==> src/hw/rtl/sha_pkg.sv <==
// SHA-256 package: types, round constants and round functions.
package sha_pkg;

  localparam logic [31:0] H_INIT [8] = '{
    32'h6a09e667, 32'hbb67ae85, 32'h3c6ef372, 32'ha54ff53a,
    32'h510e527f, 32'h9b05688c, 32'h1f83d9ab, 32'h5be0cd19
  };

  localparam logic [7:0] PAD_BYTE = 8'h80;

  localparam logic [31:0] ROUND_K [64] = '{
    32'h428a2f98, 32'h71374491, 32'hb5c0fbcf, 32'he9b5dba5,
    32'h3956c25b, 32'h59f111f1, 32'h923f82a4, 32'hab1c5ed5,
    32'hd807aa98, 32'h12835b01, 32'h243185be, 32'h550c7dc3,
    32'h72be5d74, 32'h80deb1fe, 32'h9bdc06a7, 32'hc19bf174,
    32'he49b69c1, 32'hefbe4786, 32'h0fc19dc6, 32'h240ca1cc,
    32'h2de92c6f, 32'h4a7484aa, 32'h5cb0a9dc, 32'h76f988da,
    32'h983e5152, 32'ha831c66d, 32'hb00327c8, 32'hbf597fc7,
    32'hc6e00bf3, 32'hd5a79147, 32'h06ca6351, 32'h14292967,
    32'h27b70a85, 32'h2e1b2138, 32'h4d2c6dfc, 32'h53380d13,
    32'h650a7354, 32'h766a0abb, 32'h81c2c92e, 32'h92722c85,
    32'ha2bfe8a1, 32'ha81a664b, 32'hc24b8b70, 32'hc76c51a3,
    32'hd192e819, 32'hd6990624, 32'hf40e3585, 32'h106aa070,
    32'h19a4c116, 32'h1e376c08, 32'h2748774c, 32'h34b0bcb5,
    32'h391c0cb3, 32'h4ed8aa4a, 32'h5b9cca4f, 32'h682e6ff3,
    32'h748f82ee, 32'h78a5636f, 32'h84c87814, 32'h8cc70208,
    32'h90befffa, 32'ha4506ceb, 32'hbef9a3f7, 32'hc67178f2
  };

  typedef logic [31:0] word_t;

  typedef struct packed {
    logic  start;
    logic  done;
  } core_ctl_t;

  function automatic word_t rotr(input word_t x, input int unsigned n);
    rotr = (x >> n) | (x << (32 - n));
  endfunction

  function automatic word_t sig0(input word_t x);
    sig0 = rotr(x, 7) ^ rotr(x, 18) ^ (x >> 3);
  endfunction

  function automatic word_t sig1(input word_t x);
    sig1 = rotr(x, 17) ^ rotr(x, 19) ^ (x >> 10);
  endfunction

  function automatic word_t bsig0(input word_t x);
    bsig0 = rotr(x, 2) ^ rotr(x, 13) ^ rotr(x, 22);
  endfunction

  function automatic word_t bsig1(input word_t x);
    bsig1 = rotr(x, 6) ^ rotr(x, 11) ^ rotr(x, 25);
  endfunction

endpackage

==> src/hw/rtl/sha_core.sv <==
// SHA-256 compression: message schedule in a 16-word window, one round per cycle.
module sha_core (
  input  logic                 clk,
  input  logic                 rst,
  input  logic                 start,
  input  logic [511:0]         block,
  input  sha_pkg::word_t       chain_in [8],
  output sha_pkg::word_t       chain_out [8],
  output logic                 done
);
  import sha_pkg::*;

  word_t       w [16];
  word_t       v [8];
  logic [5:0]  round;
  logic        busy;
  word_t       w_new;
  word_t       x1;
  word_t       x2;

  assign w_new = sig1(w[14]) + w[9] + sig0(w[1]) + w[0];
  assign x1 = v[7] + bsig1(v[4]) + ((v[4] & v[5]) ^ (~v[4] & v[6])) + ROUND_K[round] + w[0];
  assign x2 = bsig0(v[0]) + ((v[0] & v[1]) ^ (v[0] & v[2]) ^ (v[1] & v[2]));

  always_ff @(posedge clk) begin
    if (rst) begin
      busy <= 1'b0;
      done <= 1'b0;
      round <= '0;
    end else begin
      done <= 1'b0;
      if (start && !busy) begin
        busy <= 1'b1;
        round <= '0;
      end else if (busy) begin
        round <= round + 6'd1;
        if (round == 6'd63) begin
          busy <= 1'b0;
          done <= 1'b1;
        end
      end
    end
  end

  always_ff @(posedge clk) begin
    if (start && !busy) begin
      for (int i = 0; i < 16; i++) w[i] <= block[511 - 32*i -: 32];
      for (int i = 0; i < 8; i++) v[i] <= chain_in[i];
    end else if (busy) begin
      for (int i = 0; i < 15; i++) w[i] <= w[i+1];
      w[15] <= w_new;
      v[7] <= v[6];
      v[6] <= v[5];
      v[5] <= v[4];
      v[4] <= v[3] + x1;
      v[3] <= v[2];
      v[2] <= v[1];
      v[1] <= v[0];
      v[0] <= x1 + x2;
    end
  end

  always_comb begin
    for (int i = 0; i < 8; i++) chain_out[i] = chain_in[i] + v[i];
  end

  assert property (@(posedge clk) disable iff (rst) done |-> !busy)
    else $error("done while busy");
  assert property (@(posedge clk) disable iff (rst) (start && !busy) |=> busy)
    else $error("start not taken");
  assert property (@(posedge clk) disable iff (rst) done |-> $past(round) == 6'd63)
    else $error("done at wrong round");
endmodule

==> src/hw/rtl/sha256_stream_hash.sv <==
// SHA-256 streaming hash, top level.
// At most one message byte enters per accepted item (only with has_byte set).
// Bytes are stored in a 64-byte block memory (one byte written per cycle while
// the input is ready); a full block is read out one byte per cycle into the
// block register and then compressed, one round per cycle. A byte that
// completes a block holds the input until the block is compressed. End of
// message adds padding and length (rest of the current block, at most one more
// block); then eight digest words are sent, one per cycle as output is taken.
module sha256_stream_hash (
  input  logic        clk,
  input  logic        rst,
  input  logic        s_tvalid,
  output logic        s_tready,
  input  logic [7:0]  s_tdata,   // data_byte
  input  logic        s_tuser,   // has_byte
  input  logic        s_tlast,   // end_of_message
  output logic        m_tvalid,
  input  logic        m_tready,
  output logic [39:0] m_tdata,   // digest_word[31:0], word_index[34:32], zeros
  output logic        m_tlast    // last_word
);
  import sha_pkg::*;

  typedef enum logic [6:0] {
    S_IDLE = 7'b0000001,
    S_LOAD = 7'b0000010,
    S_COMP = 7'b0000100,
    S_PADW = 7'b0001000,
    S_FIN  = 7'b0010000,
    S_OUT  = 7'b0100000,
    S_WAIT = 7'b1000000
  } state_t;

  state_t       state;
  logic [7:0]   mem [64];
  logic [7:0]   rd_data;
  logic [5:0]   rd_addr;
  logic [5:0]   wr_addr;
  logic [7:0]   wr_data;
  logic         wr_en;
  logic [6:0]   fill;
  logic [63:0]  bits;
  word_t        chain [8];
  word_t        chain_new [8];
  logic [511:0] blk;
  logic [6:0]   ld_cnt;
  logic         final_blk;
  logic         eom;
  logic         padded;
  logic [2:0]   out_idx;
  logic         core_start;
  logic         core_done;
  logic         s_fire;

  always_ff @(posedge clk) begin
    if (wr_en) mem[wr_addr] <= wr_data;
    rd_data <= mem[rd_addr];
  end

  sha_core u_core (
    .clk(clk), .rst(rst), .start(core_start), .block(blk),
    .chain_in(chain), .chain_out(chain_new), .done(core_done)
  );

  assign s_tready = (state == S_IDLE);
  assign s_fire = s_tvalid && s_tready;
  assign rd_addr = ld_cnt[5:0];
  assign core_start = (state == S_COMP) && (ld_cnt == 7'd0);

  always_comb begin
    wr_en = 1'b0;
    wr_addr = fill[5:0];
    wr_data = s_tdata;
    if (s_fire && s_tuser) begin
      wr_en = 1'b1;
    end else if (state == S_PADW) begin
      wr_en = 1'b1;
      wr_data = PAD_BYTE;
    end
  end

  assign m_tvalid = (state == S_OUT);
  assign m_tdata = {5'd0, out_idx, chain[out_idx]};
  assign m_tlast = (out_idx == 3'd7);

  // Load: read address ld_cnt; the byte is registered in rd_data, then written into blk.
  // Bytes at or beyond fill are zero; in the final block, bytes 56..63 are length.
  function automatic logic [7:0] load_byte(input logic [5:0] idx, input logic [7:0] d,
                                           input logic [6:0] f, input logic fin,
                                           input logic [63:0] b);
    logic [7:0] r;
    r = ({1'b0, idx} < f) ? d : 8'h00;
    if (fin && idx >= 6'd56) r = b[8*(7 - (idx - 6'd56)) +: 8];
    load_byte = r;
  endfunction

  always_ff @(posedge clk) begin
    if (rst) begin
      state <= S_IDLE;
      fill <= '0;
      bits <= '0;
      ld_cnt <= '0;
      final_blk <= 1'b0;
      eom <= 1'b0;
      padded <= 1'b0;
      out_idx <= '0;
      for (int i = 0; i < 8; i++) chain[i] <= H_INIT[i];
    end else begin
      case (state)
        S_IDLE: begin
          if (s_fire) begin
            eom <= s_tlast;
            if (s_tuser) begin
              fill <= fill + 7'd1;
              bits <= bits + 64'd8;
              if (fill == 7'd63) begin
                state <= S_LOAD;
                ld_cnt <= '0;
                final_blk <= 1'b0;
              end else if (s_tlast) begin
                state <= S_PADW;
              end
            end else if (s_tlast) begin
              state <= S_PADW;
            end
          end
        end
        S_PADW: begin
          fill <= fill + 7'd1;
          final_blk <= (fill < 7'd56);
          padded <= 1'b1;
          state <= S_LOAD;
          ld_cnt <= '0;
        end
        S_LOAD: begin
          ld_cnt <= ld_cnt + 7'd1;
          if (ld_cnt != 7'd0)
            blk[511 - 8*(ld_cnt - 7'd1) -: 8] <=
              load_byte(6'(ld_cnt - 7'd1), rd_data, fill, final_blk, bits);
          if (ld_cnt == 7'd64) begin
            state <= S_COMP;
            ld_cnt <= '0;
          end
        end
        S_COMP: begin
          ld_cnt <= 7'd1;
          if (core_done) begin
            for (int i = 0; i < 8; i++) chain[i] <= chain_new[i];
            fill <= '0;
            if (final_blk) begin
              state <= S_OUT;
              out_idx <= '0;
            end else if (eom) begin
              state <= padded ? S_FIN : S_PADW;
            end else begin
              state <= S_IDLE;
            end
          end
        end
        S_FIN: begin
          final_blk <= 1'b1;
          state <= S_LOAD;
          ld_cnt <= '0;
        end
        S_OUT: begin
          if (m_tready) begin
            out_idx <= out_idx + 3'd1;
            if (out_idx == 3'd7) state <= S_WAIT;
          end
        end
        S_WAIT: begin
          for (int i = 0; i < 8; i++) chain[i] <= H_INIT[i];
          fill <= '0;
          bits <= '0;
          eom <= 1'b0;
          padded <= 1'b0;
          state <= S_IDLE;
        end
        default: state <= S_IDLE;
      endcase
    end
  end

  assert property (@(posedge clk) disable iff (rst) m_tvalid |-> !s_tready)
    else $error("input open during digest output");
  assert property (@(posedge clk) disable iff (rst) (state == S_IDLE) |-> fill < 7'd64)
    else $error("fill overflow while idle");
  assert property (@(posedge clk) disable iff (rst)
                   (m_tvalid && m_tready && m_tlast) |=> state == S_WAIT)
    else $error("no reinit after digest");
endmodule
==> config.mk <==
export PLATFORM = sky130hd
export DESIGN_NAME = sha256_stream_hash
export DESIGN_NICKNAME = d
export VERILOG_FILES = /design/src/hw/rtl/sha_pkg.sv /design/src/hw/rtl/sha_core.sv /design/src/hw/rtl/sha256_stream_hash.sv
export SDC_FILE = /design/constraint.sdc
export NUM_CORES = 2
export LEC_CHECK = 0
export BUFFER_PORTS_ARGS = -buffer_cell sky130_fd_sc_hd__buf_2
export CORE_MARGIN = 2
export CORE_UTILIZATION = 64
export CTS_CLUSTER_SIZE = 25
export DETAILED_ROUTE_END_ITERATION = 10
export PLACE_DENSITY = 0.8
export SYNTH_ARGS = -nofsm -noshare
export SYNTH_HDL_FRONTEND = slang
export SYNTH_SLANG_ARGS = --single-unit
==> constraint.sdc <==
create_clock -name clk -period 24.4 [get_ports clk]
set_input_delay 4.88 -clock clk [delete_from_list [all_inputs] [get_ports clk]]
set_output_delay 4.88 -clock clk [all_outputs]
set_load 0.02 [all_outputs]
==> impl_metrics.env <==
export IMPL_outcome="complete, no violations"
export IMPL_cp_required_ns=25.03
export IMPL_synth_commonest_cells="edfxtp_1, nor2_1, nand2_1"
export IMPL_place_area_mm2=0.115
export IMPL_remaining_drc_errors=0
export IMPL_antenna_left=0
export IMPL_yosysTopAreaCell="edfxtp_1"
export IMPL_clock_fmax_mhz=101
export IMPL_cts_buffers=212
export IMPL_tightestPinTransition_ns=1.45
export IMPL_ys_seq_elements=2152
export IMPL_fin_util_pct=69.8
export IMPL_yosysSeqAreaShare_pct=54.2
export IMPL_crit_path_start_kind="flop"
export IMPL_crit_top_cell="fa_1"
export IMPL_io_buffers=51
export IMPL_overflow=0
export IMPL_cts_hold_buf=0
export IMPL_powerDensity_mw_per_mm2=61.0
export IMPL_grt_max_degree=214
export IMPL_worstSetupPathType="flop to flop"
export IMPL_tritoncts="yes"
export IMPL_grt_pass1_vias=75900
export IMPL_synth_most_common_cell="edfxtp_1"
export IMPL_finalSetupViolations=0
export IMPL_io_pins=57
export IMPL_wirelength_um=328000
export IMPL_vias=77500
export IMPL_final_area_mm2=0.122
export IMPL_wire_per_inst_um=28.2
export IMPL_synthTopCellsByArea="edfxtp_1, dfxtp_1, mux2_2"
export IMPL_path_buf_inv=4
export IMPL_gp_congestion=0.993
export IMPL_start_util_pct=64.6
export IMPL_maxCapViolCount=0
export IMPL_rows=153
export IMPL_critPathMaxStageDelay_ns=1.22
export IMPL_setup_tns_ns=0
export IMPL_hold_class="flop to flop"
export IMPL_crit_path_max_fanout=47
export IMPL_synth_flop_cell="edfxtp_1"
export IMPL_netlist_area_leader_share_pct=47.8
export IMPL_yosysUniqueCellTypes=101
export IMPL_layout_nets=9725
export IMPL_postSynthAreaPerCell_um2=12.2
export IMPL_antenna_found_initial=17
export IMPL_drive_gt1_share_pct=15.1
export IMPL_ys_warn_count=0
export IMPL_synthArstFlopShare_pct=0
export IMPL_slew_violations=0
export IMPL_multi_input_area_mm2=0.0486
export IMPL_vias_per_cell=6.66
export IMPL_drt_initial_drc_count=10200
export IMPL_syn_area_mm2=0.113
export IMPL_fin_skew_ns=0.130
export IMPL_fin_crit_sh_pct=40.6
export IMPL_path_clk_slew_ns=0.07
export IMPL_clock_sinks=2152
export IMPL_root_buffer="clkbuf_16"
export IMPL_track_usage_pct=36.3
export IMPL_grt_pass1_wl_um=486000
export IMPL_n_fill_cell=11500
export IMPL_period_minus_slack_ns=9.90
export IMPL_htree_num_levels=4
export IMPL_hpwlAfterDp_um=216000
export IMPL_synthCells=9260
export IMPL_postCtsSetupBuffers=0
export IMPL_peakVddDrop_uv=89.3
export IMPL_arrival_ns=10.53
export IMPL_core_area_mm2=0.174
export IMPL_critPathTopFamily="adder cells"
export IMPL_p_leak_nw=43.7
export IMPL_rsz0062_at_grt="false"
export IMPL_end_kind="flop"
export IMPL_postCtsResizedCells=0
export IMPL_die_w_um=423
export IMPL_fp_dieH_um=423
export IMPL_syn_to_final_growth_pct=8.18
export IMPL_cpMaxStageDelayCell="o41ai_1"
export IMPL_synth_edf_count=1792
export IMPL_first_pass_iters=11
export IMPL_cts_path_max_buffers=3
export IMPL_max_slew_margin_rel_pct=3.47
export IMPL_seqCellArea_mm2=0.0610
export IMPL_insertion_delay_ns=0.93
export IMPL_die_area_mm2=0.179
export IMPL_hold_viol=0
per-layer routing:
layer,GRT usage [%],part of all wire [%]
met1,48.1,37
met2,56.7,46
met3,7.26,11
met5,0,0.017
met4,19.7,6.4
through the flow:
stage,std cells,worst slack [ns],power (W),hold WS (ns)
4_1_cts,11600,14.66,0.00743,0.461
5_1_grt,11600,14.02,0.00757,0.494
6_report,11600,14.50,0.00743,0.467
2_1_floorplan,9264,6.91,0.00409,0.422
3_3_place_gp,11200,14.75,0.00413,0.443
3_5_place_dp,11200,14.72,0.00413,0.447
placed cells by master, fill, tap and decap left out, types with 30 or more instances in the layout:
cell	n
a211oi_1	39
buf_4	88
fa_1	195
o21a_1	67
edfxtp_1	1792
o211ai_1	117
nand2b_1	68
dfxtp_1	349
mux4_2	252
a21o_1	164
clkbuf_1	46
ha_1	403
nor2b_1	55
clkinv_2	41
a21oi_1	432
xor2_1	200
buf_2	50
a22oi_1	74
nand2_1	973
xnor2_1	438
clkbuf_16	214
nor3_1	95
a31oi_1	47
inv_1	303
nand3_1	133
o21ai_0	352
and3_1	35
nor2_1	1044
o21bai_1	41
nand4_1	30
or3_1	45
mux2_2	615
clkinv_1	43
worst paths after layout:
kind                                                   to  slack (ns)                         start  cells past startpoint
worst max register to register  u_core.v[0][28]$_DFFE_PP_       14.50  u_core.round[3]$_SDFFE_PP0P_                     31
worst max-delay path            u_core.v[0][28]$_DFFE_PP_       14.50  u_core.round[3]$_SDFFE_PP0P_                     31
worst min-delay path                state[4]$_SDFFE_PP0P_        0.47           padded$_SDFFE_PP0N_                      2
worst min register to register      state[4]$_SDFFE_PP0P_        0.47           padded$_SDFFE_PP0N_                      2
tightest hold or removal path, cell delays in order, from the launching register on:
cell and delay [ns]:
dfxtp_1 0.32, nand3_1 0.07, nor2_1 0.04
area by class of cell:
class / instances / area share, %
Antenna cell: 6 / 0.0123
Tap cell: 2325 / 2.39
Clock buffer: 272 / 4.67
Clock inverter: 126 / 1.18
Multi-Input combinational cell: 6299 / 39.9
Inverter: 309 / 0.958
Timing Repair Buffer: 139 / 0.764
Sequential cell: 2152 / 50.1
power breakdown:
group	internal (W)	switching [W]	leakage [nW]	total, W
Combinational	0.0000259	0.0000791	20.3	0.000105
Clock	0.00187	0.00151	3.44	0.00337
Sequential	0.00395	0.00000658	19.9	0.00395
cells by family (layout without fill, tap and decap cells):
logic type	count (synthesis)	count (layout)	synth area share (%)
xor+xnor	639	639	4.98
compound gates	1552	1552	8.84
fa+ha+maj	620	620	8.14
flops	2152	2152	54.2
simple gates	2594	2594	9.73
buf+inv	813	846	2.73
mux	889	889	11.4
other cells	1	11	0.00333
state kept, by name, indices dropped and copies added, names as in the netlist:
signal        count
bits             61
blk             512
chain           256
eom               1
fill              7
final_blk         1
ld_cnt            7
mem             512
out_idx           3
padded            1
rd_data           8
state             7
u_core.busy       1
u_core.done       1
u_core.round      6
u_core.v        256
u_core.w        512
Note: power is estimated with default switching activity, not from simulation.
